### config.mk
export PLATFORM = sky130hd
export DESIGN_NAME = oaht_modu
export DESIGN_NICKNAME = d
export VERILOG_FILES = /design/src/rtl/core/oaht_pkg.sv /design/src/rtl/core/oaht_modu.sv
export SDC_FILE = /design/constraint.sdc
export NUM_CORES = 1
export LEC_CHECK = 0
export ABC_AREA = 1
export ABC_CLOCK_PERIOD_IN_PS = 6600
export BUFFER_PORTS_ARGS = -buffer_cell sky130_fd_sc_hd__buf_2
export CELL_PAD_IN_SITES_DETAIL_PLACEMENT = 1
export CELL_PAD_IN_SITES_GLOBAL_PLACEMENT = 1
export CORE_UTILIZATION = 40
export CTS_CLUSTER_SIZE = 30
export DETAILED_ROUTE_END_ITERATION = 6
export GPL_ROUTABILITY_DRIVEN = 0
export GPL_TIMING_DRIVEN = 0
export PLACE_DENSITY = 0.7
export SYNTH_ARGS = -nofsm -noshare
export SYNTH_HDL_FRONTEND = slang
export SYNTH_SLANG_ARGS = --single-unit
### constraint.sdc
create_clock -name i_clk -period 6.6 [get_ports i_clk]
set_clock_uncertainty 0.15 [all_clocks]
set_input_delay 0.66 -clock i_clk [delete_from_list [all_inputs] [get_ports i_clk]]
set_output_delay 0.66 -clock i_clk [all_outputs]
set_load 0.01 [all_outputs]
### src/rtl/core/oaht_pkg.sv
`default_nettype none
// ----------------------------------------------------------------------------
// oaht_pkg: open addressing hash table shared types and codes
// Item layouts, command and status codes, slot word and arithmetic request.
// ----------------------------------------------------------------------------
package oaht_pkg;

    localparam int KEY_W  = 15;
    localparam int SLOT_W = 11;
    // wide enough for 503*key + 1087 and for a squared residue plus one
    localparam int VAL_W  = 24;

    localparam int HASH_MUL = 503;
    localparam int HASH_ADD = 1087;

    localparam logic [1:0] CMD_INSERT = 2'd0;
    localparam logic [1:0] CMD_DELETE = 2'd1;
    localparam logic [1:0] CMD_SEARCH = 2'd2;

    localparam logic [2:0] STS_INSERTED  = 3'd0;
    localparam logic [2:0] STS_DUPLICATE = 3'd1;
    localparam logic [2:0] STS_INS_FAIL  = 3'd2;
    localparam logic [2:0] STS_DELETED   = 3'd3;
    localparam logic [2:0] STS_DEL_MISS  = 3'd4;
    localparam logic [2:0] STS_HIT       = 3'd5;
    localparam logic [2:0] STS_MISS      = 3'd6;

    localparam logic MODE_QUAD   = 1'b0;
    localparam logic MODE_DOUBLE = 1'b1;

    // word index of the probe mode register
    localparam logic REG_PROBE_MODE = 1'b0;

    typedef struct packed {
        logic [1:0]       command;
        logic [KEY_W-1:0] key_value;
    } t_in_item;

    typedef struct packed {
        logic [2:0]        status;
        logic [SLOT_W-1:0] slot_index;
    } t_out_item;

    typedef struct packed {
        logic             used;
        logic [KEY_W-1:0] key;
    } t_slot;

    localparam int SLOT_WORD_W = $bits(t_slot);

    typedef struct packed {
        logic             start;
        logic             use_table;
        logic [VAL_W-1:0] value;
    } t_mod_req;

endpackage

`default_nettype wire

### src/rtl/core/oaht_modu.sv
`default_nettype none
// ----------------------------------------------------------------------------
// oaht_modu: shared remainder unit
// Reduces a value modulo the table size or the second modulus by reciprocal
// multiply, three pipeline steps per request.
// ----------------------------------------------------------------------------
module oaht_modu #(
    parameter int TABLE_SIZE = 2003,
    parameter int SECOND_MOD = 61,
    localparam int MAX_MOD   = (TABLE_SIZE > SECOND_MOD) ? TABLE_SIZE : SECOND_MOD,
    localparam int MODW      = $clog2(MAX_MOD + 1)
) (
    input  wire logic               i_clk,
    input  wire logic               i_rst_n,
    input  wire oaht_pkg::t_mod_req i_req,
    output logic                    o_done,
    output logic [MODW-1:0]         o_rem
);

    import oaht_pkg::*;

    // reciprocals scaled by 2^VAL_W and rounded down: the quotient estimate
    // is at most one short, so one compare and subtract ends the reduction
    localparam longint unsigned SCALE   = 64'd1 << VAL_W;
    localparam logic [VAL_W-1:0] RECIP_T = VAL_W'(SCALE / TABLE_SIZE);
    localparam logic [VAL_W-1:0] RECIP_S = VAL_W'(SCALE / SECOND_MOD);

    logic [2:0]         r_vld;
    logic               r_done;
    logic [VAL_W-1:0]   r_val;
    logic               r_use_table;
    logic [2*VAL_W-1:0] r_prod;
    logic [VAL_W-1:0]   r_qm;
    logic [MODW-1:0]    r_rem;

    logic [VAL_W-1:0]   w_recip;
    logic [MODW-1:0]    w_mod;
    logic [VAL_W-1:0]   w_modx;
    logic [2*VAL_W-1:0] w_prod;
    logic [VAL_W-1:0]   w_quot;
    logic [VAL_W-1:0]   w_qm;
    logic [VAL_W-1:0]   w_diff;
    logic [VAL_W-1:0]   w_rem;

    always_comb begin
        w_recip = r_use_table ? RECIP_T : RECIP_S;
        w_mod   = r_use_table ? MODW'(TABLE_SIZE) : MODW'(SECOND_MOD);
        w_modx  = VAL_W'(w_mod);
        w_prod  = (2*VAL_W)'(r_val) * (2*VAL_W)'(w_recip);
        w_quot  = r_prod[2*VAL_W-1:VAL_W];
        w_qm    = VAL_W'(w_quot * w_modx);
        w_diff  = r_val - r_qm;
        w_rem   = (w_diff >= w_modx) ? (w_diff - w_modx) : w_diff;
    end

    always_ff @(posedge i_clk) begin
        if (!i_rst_n) begin
            r_vld  <= '0;
            r_done <= 1'b0;
        end else begin
            r_vld  <= {r_vld[1:0], i_req.start};
            r_done <= r_vld[2];
            if (i_req.start) begin
                r_val       <= i_req.value;
                r_use_table <= i_req.use_table;
            end
            if (r_vld[0]) begin
                r_prod <= w_prod;
            end
            if (r_vld[1]) begin
                r_qm <= w_qm;
            end
            if (r_vld[2]) begin
                r_rem <= MODW'(w_rem);
            end
        end
    end

    assign o_done = r_done;
    assign o_rem  = r_rem;

endmodule

`default_nettype wire

### Yosys cells after proc, flatten, opt, wreduce, memory -nomap -nowiden

Cells that the tools add are included.

* bits of input ports: 28
* output and inout port bits: 12
* word-level logic and storage cells: 19
* register bits: 112

* multiply operators: 2
* $lt $le $gt $ge: 1
* reduce and logical (&&, ||, !) cells: 4
* muxes and demuxes: 3
* add/subtract/negate cells: 2

Operators by type and width (count)
* $mul 24x19->43: 1
* $ge 24x11->1: 1
* $mul 24x11->24: 1
* $sub 24x24->24: 1
* $mux 11: 2
* $mux 19: 1
* $sub 11x11->11: 1
* $reduce_and 2->1: 4

### Depth between registers and ports, before layout

* word-level depth: 3
* gate-level depth with buffers: 31
* mapped depth without buffers: 29

### Worst setup path before layout

Ideal clock, no wire load.

* path type: register to register
* start: reg r_use_table
* end: reg r_prod[37], data pin
* path buffers: 3
* stages on the path, launching flop included: 24
* data arrival time: 5.652 ns
* setup slack: 0.545 ns
* data required time: 6.198 ns
* library setup time: 0.252 ns
* period minus slack after synthesis: 6.055 ns
* path through: edfxtp_1 clkbuf_1 clkbuf_1 clkbuf_1 nor2_1 o21bai_1 ha_1 inv_1 fa_1 inv_1 ha_1 fa_1 fa_1 inv_1 fa_1 inv_1 ha_1 a21o_1 a21oi_1 o21ai_0 a2111oi_0 nand2_1 nand2_1 nand2_1

* word-level cells in the longest chain between the ends: 2

Ends and longest elaborated chain
* start, declared: RTL line oaht_modu.sv:31 `logic r_use_table;`
* start signal, assigned: RTL line oaht_modu.sv:65 `r_use_table <= i_req.use_table;`
* $mux 19: RTL line oaht_modu.sv:46 `w_recip = r_use_table ? RECIP_T : RECIP_S;`
* $mul 24x19->43: RTL line oaht_modu.sv:49 `w_prod = (2*VAL_W)'(r_val) * (2*VAL_W)'(w_recip);`
* named net w_prod[37]: RTL line oaht_modu.sv:39 `logic [2*VAL_W-1:0] w_prod;`
* end signal, assigned: RTL line oaht_modu.sv:68 `r_prod <= w_prod;`
* end, declared: RTL line oaht_modu.sv:32 `logic [2*VAL_W-1:0] r_prod;`

The timed path passes the listed nets, and every way through them passes these cells.
A chain may end at the register's enable or synchronous reset.

### Worst setup path after layout

* start: reg r_use_table
* end: reg r_prod[38], data pin

Same word-level chain as after synthesis.

==> results.rst <==
.. list-table::
   :header-rows: 1

   * - Metric
     - Value
   * - Endpoint required time on the critical path
     - 6550 ps
   * - Global-route wire length before repair
     - ~85 mm
   * - Largest net degree at the start of global routing
     - 26
   * - Global route total overflow
     - 0
   * - Endpoint kind of the worst setup timing path
     - flop
   * - Minimum period implied by the final worst setup slack
     - about 6300 ps
   * - First-pass iteration count of the detailed router
     - 4
   * - Count of flip-flops with a built-in enable after synthesis
     - just under 80
   * - CTS Buffer Depth
     - 2
   * - Worst relative slew slack
     - 14.26%
   * - Portion of the post-synthesis area used by sequential elements
     - between 10% and 20%
   * - # port buffers
     - 39
   * - Final worst-path cycle share
     - about 96%
   * - First DRT Iteration DRCs
     - 670
   * - Synthesized area per cell
     - ~8.1 µm²
   * - Number of H-tree levels
     - 3
   * - Sum of net half-perimeters after detailed placement
     - 47.13 mm
   * - Most common cell after layout, fill and taps aside
     - sky130_fd_sc_hd__inv_1
   * - Via count
     - about 14000
   * - Chip height
     - 214.6 µm
   * - Post-Layout Inst Area
     - about 20000 µm²
   * - Synth area leader
     - sky130_fd_sc_hd__fa_1
   * - Drt wl/cell
     - 18.04 µm
   * - Top cells by area, synth
     - sky130_fd_sc_hd__fa_1 (29%), sky130_fd_sc_hd__ha_1 (18%), sky130_fd_sc_hd__edfxtp_1 (13%)
   * - Worst-path maximum fanout
     - 10
   * - Detailed-route wire length
     - ~52 mm
   * - Most frequent cell on the critical path
     - sky130_fd_sc_hd__inv_1
   * - Ratio of cells with drive above 1 in the final layout
     - about 6%
   * - Main flop type after synthesis
     - sky130_fd_sc_hd__edfxtp_1
   * - Yosys cell types
     - 44
   * - Most frequent cells in the layout
     - sky130_fd_sc_hd__inv_1 (628), sky130_fd_sc_hd__nand2_1 (359), sky130_fd_sc_hd__fa_1 (259)
   * - Depth of the critical timing path with buffers and inverters included
     - 27
   * - Area enclosed by the die boundary
     - ~46000 µm²
   * - CTS hold repair buffers
     - 0
   * - Number of antenna violations at the first check in global routing
     - 0
   * - Library cell used as clock root buffer
     - sky130_fd_sc_hd__clkbuf_16
   * - Antenna diodes
     - 0
   * - Core box area
     - 44410 µm²
   * - Final number of hold-violating endpoints
     - 0
   * - Total buffers and inverters traversed by the critical path
     - 9
   * - CP max-delay cell
     - sky130_fd_sc_hd__fa_1
   * - Clk pin slew, worst setup/hold paths
     - roughly 60 ps
   * - Worst Setup Path Type
     - reg2reg
   * - DRT antenna net count
     - 0
   * - Worst slack on hold paths
     - ~290 ps
   * - Clock tree sinks
     - 83
   * - Growth of design area from synthesis to finish
     - 8.520%
   * - Max stage delay on crit path
     - about 540 ps
   * - Final number of max-transition violations
     - 0
   * - Cell Area, Synth
     - roughly 18000 µm²
   * - HP Class
     - reg2reg
   * - Num CTS Buffers
     - 9
   * - Async set-or-reset flop fraction in the synthesized netlist
     - 0%
   * - WHS Path Cells
     - 2
   * - Actual transition at the worst max-transition pin
     - 1285 ps
   * - Ratio of routed vias to standard cells
     - just under 5
   * - Highest clock rate
     - approximately 160 MHz
   * - Die Width
     - around 210 µm
   * - Top-Level Pins
     - 40
   * - Row cnt
     - 77
   * - Worst path arrival time
     - 6280 ps
   * - Initial core utilization
     - between 40 and 50%
   * - Logic depth of the worst register-to-register path
     - 27
   * - Crit-path leading delay family
     - adder cells
   * - Number of nets in the final layout
     - 2853
   * - Maximum Capacitance Violations
     - 0
   * - Clock tree from TritonCTS
     - done
   * - Area fraction of the dominant cell type after synthesis
     - 28.68%
   * - Synthesized instance count
     - roughly 2200
   * - Overall global routing resource usage
     - 23.80%
   * - Via count of the first global-routing pass
     - about 16000
   * - #FFs+latches synth
     - 83
   * - Status
     - finished clean
   * - Clock latency reported for the late side of the worst-skew pair
     - approximately 370 ps
   * - Setup violation total in the final timing report
     - 0
   * - Placed cell area
     - around 19000 µm²
   * - Residual DRC
     - 0
   * - Launching element type of the critical path
     - flop
   * - Yosys warnings
     - 0
registers in the layout, indices dropped and copies added, names as in the netlist:
name,count
r_qm,24
o_rem,11
o_done,1
r_val,24
r_vld,3
r_prod,19
r_use_table,1
cell type report:
| class | instances | area (µm²) |
|---|---|---|
| plain buffers | 36 | 185.2 |
| clock buffers | 10 | 229.0 |
| clock inverters | 6 | 73.82 |
| fillers | 5456 | 24800 |
| inverters | 640 | 2412 |
| multi-input cells | 1495 | 13270 |
| flip-flops and latches | 83 | 2452 |
| well taps | 592 | 740.7 |
| repair buffers | 47 | 255.2 |
cell families after synthesis:
kind of cell | count (synthesis) | share of synthesized area (%)
DFF | 83 | 13.57
AOI/OAI and AO/OA | 253 | 7.773
other | 2 | 0.04154
adders and majority gates | 513 | 46.26
buffers and inverters | 677 | 14.10
xor gates and xnor gates | 73 | 3.537
and+or+nand+nor | 634 | 14.72
synthesized netlist by cell type, types with 3 or more instances:
master	number
sky130_fd_sc_hd__a21o_1	23
sky130_fd_sc_hd__nand2_1	363
sky130_fd_sc_hd__nand3b_1	6
sky130_fd_sc_hd__fa_1	259
sky130_fd_sc_hd__dfxtp_1	4
sky130_fd_sc_hd__inv_1	632
sky130_fd_sc_hd__nor2_1	155
sky130_fd_sc_hd__a21oi_1	102
sky130_fd_sc_hd__xnor2_1	20
sky130_fd_sc_hd__xor2_1	53
sky130_fd_sc_hd__a21oi_2	3
sky130_fd_sc_hd__edfxtp_1	79
sky130_fd_sc_hd__o21ai_0	98
sky130_fd_sc_hd__nand2_2	8
sky130_fd_sc_hd__nand3_1	49
sky130_fd_sc_hd__o21bai_1	9
sky130_fd_sc_hd__inv_2	7
sky130_fd_sc_hd__ha_1	254
sky130_fd_sc_hd__o21a_1	3
sky130_fd_sc_hd__clkbuf_1	34
sky130_fd_sc_hd__nand3_2	3
sky130_fd_sc_hd__nor3_1	15
sky130_fd_sc_hd__nand4_1	24
per-stage QoR:
step	TNS (ps)	cells	worst slack, ps	util [%]
5_1_grt	-10.03	2909	-7.311	44.17
3_5_place_dp	-36480	2886	-1505	42.98
3_3_place_gp	-32640	2886	-1408	42.98
6_report	0	2909	268.8	44.17
2_1_floorplan	0	2255	545.3	-
4_1_cts	0	2902	7.771	43.84
per-layer routing:
layer  global-route usage, %  wire [µm]  vias to the layer above
li1                        -          -                     6927
met1                   30.99      23300                     7183
met2                   40.81      25330                      261
met3                   3.305       2215                       67
met4                   7.405       1639                        0
met5                       0          0                        -
repair_timing:
action / 4_1_cts / 5_1_grt
gates cloned: 0 / 0
buffers inserted: 1 / 7
resized for setup: 37 / 32
hold endpoints to repair: 0 / 0
setup endpoints to repair: 34 / 21
pin swaps: 0 / 2
path summary, 6_finish.rpt:
check                            startpoint         end  slack, ps
worst min-delay path               r_vld[1]    r_vld[2]        290
worst max register to register  r_use_table  r_prod[38]        270
worst max-delay path            r_use_table  r_prod[38]        270
worst min register to register     r_vld[1]    r_vld[2]        290
tightest hold or removal path: stages (launching register included):
cell and delay (ps):
sky130_fd_sc_hd__dfxtp_1 310, sky130_fd_sc_hd__nand2_1 60, sky130_fd_sc_hd__inv_1 50
Power is not shown: default switching activity piles up to over one toggle a cycle in this logic, so the estimate is an artifact.
