===== src/rtl/core/oaht_pkg.sv =====
`default_nettype none
// ----------------------------------------------------------------------------
// oaht_pkg: open addressing hash table shared types and codes
// Item layouts, command and status codes, slot word and arithmetic request.
// ----------------------------------------------------------------------------
package oaht_pkg;

    localparam int KEY_W  = 15;
    localparam int SLOT_W = 11;
    // wide enough for 503*key + 1087 and for a squared residue plus one
    localparam int VAL_W  = 24;

    localparam int HASH_MUL = 503;
    localparam int HASH_ADD = 1087;

    localparam logic [1:0] CMD_INSERT = 2'd0;
    localparam logic [1:0] CMD_DELETE = 2'd1;
    localparam logic [1:0] CMD_SEARCH = 2'd2;

    localparam logic [2:0] STS_INSERTED  = 3'd0;
    localparam logic [2:0] STS_DUPLICATE = 3'd1;
    localparam logic [2:0] STS_INS_FAIL  = 3'd2;
    localparam logic [2:0] STS_DELETED   = 3'd3;
    localparam logic [2:0] STS_DEL_MISS  = 3'd4;
    localparam logic [2:0] STS_HIT       = 3'd5;
    localparam logic [2:0] STS_MISS      = 3'd6;

    localparam logic MODE_QUAD   = 1'b0;
    localparam logic MODE_DOUBLE = 1'b1;

    // word index of the probe mode register
    localparam logic REG_PROBE_MODE = 1'b0;

    typedef struct packed {
        logic [1:0]       command;
        logic [KEY_W-1:0] key_value;
    } t_in_item;

    typedef struct packed {
        logic [2:0]        status;
        logic [SLOT_W-1:0] slot_index;
    } t_out_item;

    typedef struct packed {
        logic             used;
        logic [KEY_W-1:0] key;
    } t_slot;

    localparam int SLOT_WORD_W = $bits(t_slot);

    typedef struct packed {
        logic             start;
        logic             use_table;
        logic [VAL_W-1:0] value;
    } t_mod_req;

endpackage

`default_nettype wire


===== src/rtl/core/oaht_ctrl.sv =====
`default_nettype none
// ----------------------------------------------------------------------------
// oaht_ctrl: command sequencer
// Clears the table, hashes the key, scans the table and walks the probe path.
// ----------------------------------------------------------------------------
module oaht_ctrl #(
    parameter int TABLE_SIZE = 2003,
    parameter int SECOND_MOD = 61,
    parameter int MAX_PROBES = 2003,
    localparam int MAX_MOD   = (TABLE_SIZE > SECOND_MOD) ? TABLE_SIZE : SECOND_MOD,
    localparam int MODW      = $clog2(MAX_MOD + 1),
    localparam int AW        = $clog2(TABLE_SIZE)
) (
    input  wire logic                            i_clk,
    input  wire logic                            i_rst_n,
    input  wire logic                            i_probe_mode,
    input  wire logic                            i_in_valid,
    output logic                                 o_in_stall,
    input  wire oaht_pkg::t_in_item              i_in_item,
    output logic                                 o_out_valid,
    input  wire logic                            i_out_stall,
    output oaht_pkg::t_out_item                  o_out_item,
    output oaht_pkg::t_mod_req                   o_mod_req,
    input  wire logic                            i_mod_done,
    input  wire logic [MODW-1:0]                 i_mod_rem,
    output logic                                 o_ram_we,
    output logic [AW-1:0]                        o_ram_waddr,
    output logic [oaht_pkg::SLOT_WORD_W-1:0]     o_ram_wdata,
    output logic [AW-1:0]                        o_ram_raddr,
    input  wire logic [oaht_pkg::SLOT_WORD_W-1:0] i_ram_rdata
);

    import oaht_pkg::*;

    localparam int MW = $clog2(SECOND_MOD);
    localparam int PW = $clog2(MAX_PROBES + 1);

    typedef enum logic [2:0] {
        S_CLEAR,
        S_IDLE,
        S_HASH,
        S_SCAN,
        S_PROBE,
        S_DONE
    } t_state;

    t_state           r_state;
    logic [1:0]       r_cmd;
    logic [KEY_W-1:0] r_key;
    logic             r_mode;
    logic [1:0]       r_hstep;
    logic             r_wait;
    logic [MW-1:0]    r_h0;
    logic [MW-1:0]    r_step;
    logic [AW-1:0]    r_scan_addr;
    logic [AW-1:0]    r_slot;
    logic [AW-1:0]    r_inc;
    logic [PW-1:0]    r_pcnt;
    logic             r_issue_on;
    logic             r_chk_vld;
    logic             r_chk_last;
    logic [AW-1:0]    r_chk_slot;
    t_out_item        r_res;
    logic             r_out_vld;
    t_out_item        r_out_item;

    logic             w_is_ins;
    logic             w_is_del;
    t_slot            w_word;
    logic             w_key_hit;
    logic [AW:0]      w_sum;
    logic [AW-1:0]    w_next_slot;
    logic [AW:0]      w_inc2;
    logic [AW-1:0]    w_next_inc;
    logic [VAL_W-1:0] w_keyx;
    logic [VAL_W-1:0] w_hq;
    logic [2*MW-1:0]  w_h0x;
    logic [2*MW-1:0]  w_sq;
    logic             w_hash_last;

    always_comb begin
        w_is_ins  = (r_cmd == CMD_INSERT);
        w_is_del  = (r_cmd == CMD_DELETE);
        w_word    = t_slot'(i_ram_rdata);
        w_key_hit = w_word.used && (w_word.key == r_key);

        // next probe slot and increment, both kept below the table size
        w_sum       = {1'b0, r_slot} + {1'b0, r_inc};
        w_next_slot = (w_sum >= (AW+1)'(TABLE_SIZE)) ?
                      AW'(w_sum - (AW+1)'(TABLE_SIZE)) : AW'(w_sum);
        w_inc2      = {1'b0, r_inc} + (AW+1)'(2);
        if (r_mode == MODE_QUAD) begin
            w_next_inc = (w_inc2 >= (AW+1)'(TABLE_SIZE)) ?
                         AW'(w_inc2 - (AW+1)'(TABLE_SIZE)) : AW'(w_inc2);
        end else begin
            w_next_inc = r_inc;
        end

        w_keyx = VAL_W'(r_key);
        w_hq   = w_keyx * VAL_W'(HASH_MUL) + VAL_W'(HASH_ADD);
        w_h0x  = (2*MW)'(r_h0);
        w_sq   = w_h0x * w_h0x;

        o_mod_req.start = (r_state == S_HASH) && !r_wait;
        case (r_hstep)
            2'd0: begin
                o_mod_req.use_table = (r_mode == MODE_QUAD);
                o_mod_req.value     = (r_mode == MODE_QUAD) ? w_hq : w_keyx;
            end
            2'd1: begin
                o_mod_req.use_table = 1'b0;
                o_mod_req.value     = VAL_W'(w_sq) + VAL_W'(1);
            end
            2'd2: begin
                o_mod_req.use_table = 1'b1;
                o_mod_req.value     = VAL_W'(r_h0);
            end
            2'd3: begin
                o_mod_req.use_table = 1'b1;
                o_mod_req.value     = VAL_W'(r_step);
            end
            default: begin
                o_mod_req.use_table = 1'b1;
                o_mod_req.value     = '0;
            end
        endcase
        w_hash_last = (r_mode == MODE_QUAD) || (r_hstep == 2'd3);

        o_ram_raddr = (r_state == S_PROBE) ? r_slot : r_scan_addr;
        o_ram_we    = 1'b0;
        o_ram_waddr = r_chk_slot;
        o_ram_wdata = '0;
        if (r_state == S_CLEAR) begin
            o_ram_we    = 1'b1;
            o_ram_waddr = r_scan_addr;
        end else if ((r_state == S_PROBE) && r_chk_vld) begin
            if (w_is_ins && !w_word.used) begin
                o_ram_we    = 1'b1;
                o_ram_wdata = {1'b1, r_key};
            end else if (w_is_del && w_key_hit) begin
                o_ram_we = 1'b1;
            end
        end
    end

    always_ff @(posedge i_clk) begin
        if (!i_rst_n) begin
            r_state     <= S_CLEAR;
            r_scan_addr <= '0;
            r_wait      <= 1'b0;
            r_issue_on  <= 1'b0;
            r_chk_vld   <= 1'b0;
            r_out_vld   <= 1'b0;
        end else begin
            if (r_out_vld && !i_out_stall && (r_state != S_DONE)) begin
                r_out_vld <= 1'b0;
            end
            case (r_state)
                S_CLEAR: begin
                    r_scan_addr <= r_scan_addr + AW'(1);
                    if (r_scan_addr == AW'(TABLE_SIZE - 1)) begin
                        r_scan_addr <= '0;
                        r_state     <= S_IDLE;
                    end
                end
                S_IDLE: begin
                    if (i_in_valid) begin
                        r_cmd       <= i_in_item.command;
                        r_key       <= i_in_item.key_value;
                        r_mode      <= i_probe_mode;
                        r_hstep     <= 2'd0;
                        r_wait      <= 1'b0;
                        r_scan_addr <= '0;
                        r_issue_on  <= 1'b1;
                        r_chk_vld   <= 1'b0;
                        r_res       <= '0;
                        if ((i_in_item.command == CMD_INSERT) ||
                            (i_in_item.command == CMD_DELETE)) begin
                            r_state <= S_HASH;
                        end else begin
                            r_state <= S_SCAN;
                        end
                    end
                end
                S_HASH: begin
                    if (!r_wait) begin
                        r_wait <= 1'b1;
                    end else if (i_mod_done) begin
                        r_wait  <= 1'b0;
                        r_hstep <= r_hstep + 2'd1;
                        case (r_hstep)
                            2'd0: begin
                                if (r_mode == MODE_QUAD) begin
                                    r_slot <= AW'(i_mod_rem);
                                    r_inc  <= AW'(1);
                                end else begin
                                    r_h0 <= MW'(i_mod_rem);
                                end
                            end
                            2'd1: r_step <= MW'(i_mod_rem);
                            2'd2: r_slot <= AW'(i_mod_rem);
                            2'd3: r_inc  <= AW'(i_mod_rem);
                            default: r_inc <= AW'(i_mod_rem);
                        endcase
                        if (w_hash_last) begin
                            r_pcnt     <= '0;
                            r_issue_on <= 1'b1;
                            r_chk_vld  <= 1'b0;
                            r_state    <= w_is_ins ? S_SCAN : S_PROBE;
                        end
                    end
                end
                S_SCAN: begin
                    // reads issue one slot a cycle, and each slot is checked in the cycle after its read
                    if (r_issue_on) begin
                        r_chk_vld   <= 1'b1;
                        r_chk_last  <= (r_scan_addr == AW'(TABLE_SIZE - 1));
                        r_scan_addr <= r_scan_addr + AW'(1);
                        if (r_scan_addr == AW'(TABLE_SIZE - 1)) begin
                            r_issue_on <= 1'b0;
                        end
                    end else begin
                        r_chk_vld <= 1'b0;
                    end
                    if (r_chk_vld) begin
                        if (w_key_hit) begin
                            r_res.status <= w_is_ins ? STS_DUPLICATE : STS_HIT;
                            r_state      <= S_DONE;
                        end else if (r_chk_last) begin
                            if (w_is_ins) begin
                                r_pcnt     <= '0;
                                r_issue_on <= 1'b1;
                                r_chk_vld  <= 1'b0;
                                r_state    <= S_PROBE;
                            end else begin
                                r_res.status <= STS_MISS;
                                r_state      <= S_DONE;
                            end
                        end
                    end
                end
                S_PROBE: begin
                    if (r_issue_on) begin
                        r_chk_vld  <= 1'b1;
                        r_chk_slot <= r_slot;
                        r_chk_last <= (r_pcnt == PW'(MAX_PROBES - 1));
                        r_pcnt     <= r_pcnt + PW'(1);
                        r_slot     <= w_next_slot;
                        r_inc      <= w_next_inc;
                        if (r_pcnt == PW'(MAX_PROBES - 1)) begin
                            r_issue_on <= 1'b0;
                        end
                    end else begin
                        r_chk_vld <= 1'b0;
                    end
                    if (r_chk_vld) begin
                        if (w_is_ins) begin
                            if (!w_word.used) begin
                                r_res.status     <= STS_INSERTED;
                                r_res.slot_index <= SLOT_W'(r_chk_slot);
                                r_state          <= S_DONE;
                            end else if (r_chk_last) begin
                                r_res.status <= STS_INS_FAIL;
                                r_state      <= S_DONE;
                            end
                        end else begin
                            if (w_key_hit) begin
                                r_res.status     <= STS_DELETED;
                                r_res.slot_index <= SLOT_W'(r_chk_slot);
                                r_state          <= S_DONE;
                            end else if (!w_word.used || r_chk_last) begin
                                r_res.status <= STS_DEL_MISS;
                                r_state      <= S_DONE;
                            end
                        end
                    end
                end
                S_DONE: begin
                    if (!r_out_vld || !i_out_stall) begin
                        r_out_vld  <= 1'b1;
                        r_out_item <= r_res;
                        r_state    <= S_IDLE;
                    end
                end
                default: r_state <= S_IDLE;
            endcase
        end
    end

    assign o_in_stall  = (r_state != S_IDLE);
    assign o_out_valid = r_out_vld;
    assign o_out_item  = r_out_item;

endmodule

`default_nettype wire


===== config.mk =====
export PLATFORM = sky130hd
export DESIGN_NAME = oaht_ctrl
export DESIGN_NICKNAME = d
export VERILOG_FILES = /design/src/rtl/core/oaht_pkg.sv /design/src/rtl/core/oaht_ctrl.sv
export SDC_FILE = /design/constraint.sdc
export NUM_CORES = 1
export LEC_CHECK = 0
export ABC_AREA = 1
export BUFFER_PORTS_ARGS = -buffer_cell sky130_fd_sc_hd__buf_2
export CORE_ASPECT_RATIO = 1.1
export CORE_MARGIN = 2
export CORE_UTILIZATION = 65
export CTS_BUF_LIST = sky130_fd_sc_hd__clkbuf_8
export CTS_CLUSTER_DIAMETER = 100
export DETAILED_ROUTE_END_ITERATION = 10
export PLACE_DENSITY = 0.91
export SYNTH_ARGS = -nofsm -noshare
export SYNTH_HDL_FRONTEND = slang
export SYNTH_SLANG_ARGS = --single-unit

===== constraint.sdc =====
create_clock -name i_clk -period 10.4 [get_ports i_clk]
set_clock_uncertainty 0.1 [all_clocks]
set_input_delay 0.52 -clock i_clk [delete_from_list [all_inputs] [get_ports i_clk]]
set_output_delay 0.52 -clock i_clk [all_outputs]
set_load 0.01 [all_outputs]

# Yosys cells after proc, flatten, opt, wreduce, memory -nomap -nowiden

Index checks and enable logic that the tools add are counted.
W data, S select, Z words.

Bits in registers: 123
Input bits: 50
Output and inout port bits: 81
Word-level logic and storage cells: 226

$add $sub $neg: 9
Multipliers: 2
Magnitude comparators: 2
Equality and inequality tests: 38
Muxes and demuxes: 110
Bitwise gates (word level): 1
Reductions and logical operators: 43

Operators by type and width:

| kind                     | count |
|---|---|
| $mux W11                 | 26 |
| $pmux W11 S2             | 5 |
| $pmux W25 S4             | 1 |
| $mux W3                  | 25 |
| $pmux W11 S3             | 2 |
| $mux W16                 | 3 |
| $mux W14                 | 3 |
| $mux W1                  | 34 |
| $ne A2 B2 Y1 const B     | 13 |
| $add A24 B11 Y24 const B | 1 |
| $ge A12 B11 Y1 const B   | 2 |
| $mul A15 B9 Y24 const B  | 1 |
| $mux W24                 | 1 |
| $add A11 B1 Y11 const B  | 2 |
| $eq A11 B11 Y1 const B   | 2 |
| $sub A11 B11 Y11 const B | 2 |
| $ne A3 B3 Y1 const B     | 6 |
| $pmux W3 S6              | 1 |
| $eq A15 B15 Y1           | 1 |
| $reduce_and A5 Y1        | 3 |
| $add A12 B1 Y13 const B  | 1 |
| $add A11 B11 Y12         | 1 |
| $add A11 B2 Y12 const B  | 1 |
| $mul A6 B6 Y12           | 1 |
| 33 further kinds         | 67 |

# Longest topological paths before layout

Depth after elaboration: 8
Mapped depth: 21
Depth with buffers taken out: 21

# Worst setup path after synthesis

No wires, ideal clock.

Kind: reg-to-output
Start: reg r_key[4]
End: out o_mod_req[17] in the netlist's numbering
Arrival: 4.692 ns
Data required time: 9.780 ns
Path slack: 5.088 ns
Stages on the path, launching flop included: 17
Cells stage by stage: edfxtp_1 -> inv_1 -> fa_1 -> inv_1 -> fa_1 -> fa_1 -> fa_1 -> fa_1 -> ha_1 -> nand2_1 -> nor2_1 -> inv_1 -> o21ai_0 -> a21oi_1 -> o21ai_0 -> o21ai_0 -> a21oi_1

RTL lines:

| element                | line             | RTL |
|---|---|---|
| start, declared        | oaht_ctrl.sv:49  | `logic [KEY_W-1:0] r_key;` |
| start signal, assigned | oaht_ctrl.sv:169 | `r_key <= i_in_item.key_value;` |
| end, declared          | oaht_ctrl.sv:23  | `output oaht_pkg::t_mod_req o_mod_req,` |

==> impl_metrics.yaml <==
status:
  outcome: "finished clean"
setup_path:
  reg2regPathDepth: 15
  cpMaxStageDelayCell: "sky130_fd_sc_hd__fa_1"
  critical_path.startpoint_type: "flop"
  worst_setup_ep_type: "output port"
  reg2reg_from: "r_slot[0]"
  timing.critical_path.cells: "inv_1 > fa_1 > inv_1 > fa_1 > inv_1 > fa_1 > inv_1 > fa_1 > ha_1 > ha_1 > a21oi_1 > a21boi_0 > o21ai_0 > a21oi_1 > o21ai_0 > o21ai_0 > a21oi_1 > buf_2"
  reg2reg_setup_slack_ps: 7180
  slowest_stage_delay_on_critical_path_ps: 640
  cp_data_arrival_time_ps: 5810
  worstPathMaxFanout: 6
  destination_of_the_worst_register_to_register_timing_path: "r_slot[5]"
  critical_path_required_ps: 9780
  crit_buf_inv: 5
  timing.critical_path.max_delay_family: "adder cells"
  path_class: "reg2out"
final_layout:
  nets: 1831
  diodes: 0
  layout.cells.most_common_list: "sky130_fd_sc_hd__nand2_1 (313), sky130_fd_sc_hd__inv_1 (259), sky130_fd_sc_hd__nor2_1 (141)"
  final_common_cell: "sky130_fd_sc_hd__nand2_1"
  areaGrowthSynthToFinish_pct: 11.34
  post_route_cells_drive_above_1_share: 0.1231
drt:
  number_of_design_rule_violations_left_after_detail_routing: 0
  wl_mm: 31.31
  route.vias.total: 10820
  vias_per_cell: 5.856
  average_wire_length_per_cell_after_detail_routing_um: 16.95
  remaining_number_of_nets_flagged_by_the_antenna_check_after_routing: 0
  drtIter0Drc: 1271
  drt-pass1-iter-count: 6
yosys:
  synth-warning-count: 0
  synth-edff-count: 105
  synth.lib_cells_used.distinct: 49
  synthesis.area_um2: 11630
  postSynthCellCount: 1465
  syn_area_per_cell_um2: 7.939
  netlist.top_cell.by_area: "sky130_fd_sc_hd__edfxtp_1"
  synth_nets: 1700
  synth-seq-cells: 123
  synth.yosys.seq_area_share: 0.3021
  synthArstFlopShare: 0
  synth_area_leaders: "sky130_fd_sc_hd__edfxtp_1 (27%), sky130_fd_sc_hd__fa_1 (13%), sky130_fd_sc_hd__ha_1 (12%)"
  share_of_the_synthesized_area_in_the_top_cell_type: 0.2711
  synth_top_flop_cell: "sky130_fd_sc_hd__edfxtp_1"
power:
  p_leak_nw: 6.428
  ir_worst_vdd_v: 0.0002243
  p_per_area_nw_per_um2: 293.5
  totalPowerFinal_mw: 3.801
grt:
  track_usage: 0.3318
  maximum_number_of_pins_on_one_net_before_global_route_repair: 54
  grt_antenna_before_repair: 0
  grt_first_pass_wirelength_mm: 49.93
  overflow: 0
  grt_pass1_vias: 10210
placement:
  detailed_place_hpwl_mm: 25.01
  finalWeightedCongestion: 1.003
  portBuffers: 130
clock_network:
  cts-htree-levels: 4
  clk_latency_ps: 440
  tritoncts_buffers: 17
  clock_edge_transition_at_the_registers_on_the_reported_setup_and_hold_paths_ps: 90
  cts_sinks: 123
  ctsRootBufferMaster: "sky130_fd_sc_hd__clkbuf_8"
  clockBufferDepth: 2
  tritoncts: "yes"
  post-cts-setup-buffers: 0
  cts-hold-fix-buffers: 0
  cts_resized: 0
timing:
  slew_viol_final: 0
  post_route_minimum_period_ps: 6434
  least_margin_pin_slew_ps: 1064
  setup_violations: 0
  finalHoldViolCount: 0
  fin_setup_tns_ps: 0
  period_share: 0.6187
  rsz0062_at_grt: "false"
  fmax_mhz: 155.4
  slew_headroom: 0.2899
floorplan:
  start_util: 0.6603
  core_area_um2: 17610
  floorplan.die.width_um: 131.5
  num_rows: 51
  ios: 131
  die_footprint_um2: 18980
  die_h_um: 144.3
hold_path:
  worst_hold_path_type: "in2reg"
  whs_endpoint: "r_key[13]"
  hp-start: "i_in_item[13]"
  number_of_cells_on_the_worst_hold_path: 1
flow_run:
  maxCapViolCount: 0
## logic make-up after synthesis
family | count (synthesis) | share of synthesized area
XOR/XNOR | 30 | 0.02259
adder cells (fa/ha/maj) | 185 | 0.2481
AND/OR/NAND/NOR | 620 | 0.2264
buffers and inverters | 293 | 0.09661
multiplexers | 1 | 0.0008607
AO/OA/AOI/OAI | 213 | 0.1034
flip-flops | 123 | 0.3021
## report_power, final
| part | internal (mW) | switching [mW] |
|---|---|---|
| logic | 0.938 | 1.71 |
| clock network | 0.230 | 0.227 |
| registers | 0.629 | 0.0646 |
| total | 1.80 | 2.00 |
## metal layers
| metal | up-vias | GRT usage | share of wire |
|---|---|---|---|
| li1 | 5066 | - | - |
| met1 | 5021 | 0.4427 | 0.40 |
| met2 | 655 | 0.5486 | 0.47 |
| met3 | 74 | 0.05468 | 0.098 |
| met4 | 0 | 0.1299 | 0.033 |
| met5 | - | 0 | 0 |
## cells in the mapped netlist, drive strengths merged, types with 7 or more instances
cell type  instances
dfxtp             18
xnor2             12
fa                76
buf               11
nand2            317
edfxtp           105
clkbuf            14
ha               109
a21oi             70
nand4             19
nor3              29
nor2             146
nand3             92
inv              265
o221ai             7
o21ai             97
xor2              18
## layout make-up
type                       count  area [µm²]
clock buffer                  18       247.7
clock inverter                14       173.9
fill                        1329        4663
inverter                     268        1006
multi-input combinational   1049        7007
sequential                   123        3513
tap                          238       297.8
timing repair buffer         137       703.2
## stage by stage
stage / util / area (µm²) / setup WS [ps] / hold WS (ps) / instances
after floorplan: - / 11630 / 5088 / 300.3 / 1465
after global placement: 0.7113 / 12530 / 4701 / 300.5 / 1815
after detailed placement: 0.7113 / 12530 / 4525 / 304.5 / 1815
after CTS: 0.7352 / 12950 / 4022 / 143.4 / 1847
after global routing: 0.7352 / 12950 / 3658 / 136.6 / 1847
final: 0.7352 / 12950 / 3966 / 157.0 / 1847
## how the worst max path moves through the flow
stage / start / endpoint / slack (ps) / cells after the start
floorplan: r_key[4] / o_mod_req[17] / 5090 / 16
global placement: r_key[1] / o_mod_req[17] / 4700 / 17
detailed placement: r_key[4] / o_mod_req[17] / 4530 / 18
CTS: r_key[4] / o_mod_req[17] / 4020 / 18
global route: r_key[1] / o_mod_req[16] / 3660 / 17
finish: r_key[4] / o_mod_req[17] / 3970 / 18
## state kept, by name (all words and copies together) (netlist names), 2 cells and up
| register | flops |
|---|---|
| o_out_item | 14 |
| r_chk_slot | 11 |
| r_cmd | 2 |
| r_h0 | 6 |
| r_hstep | 2 |
| r_inc | 11 |
| r_key | 15 |
| r_pcnt | 11 |
| r_res | 14 |
| r_scan_addr | 11 |
| r_slot | 11 |
| r_state | 3 |
| r_step | 6 |
Note: power is estimated with default switching activity, not from simulation.
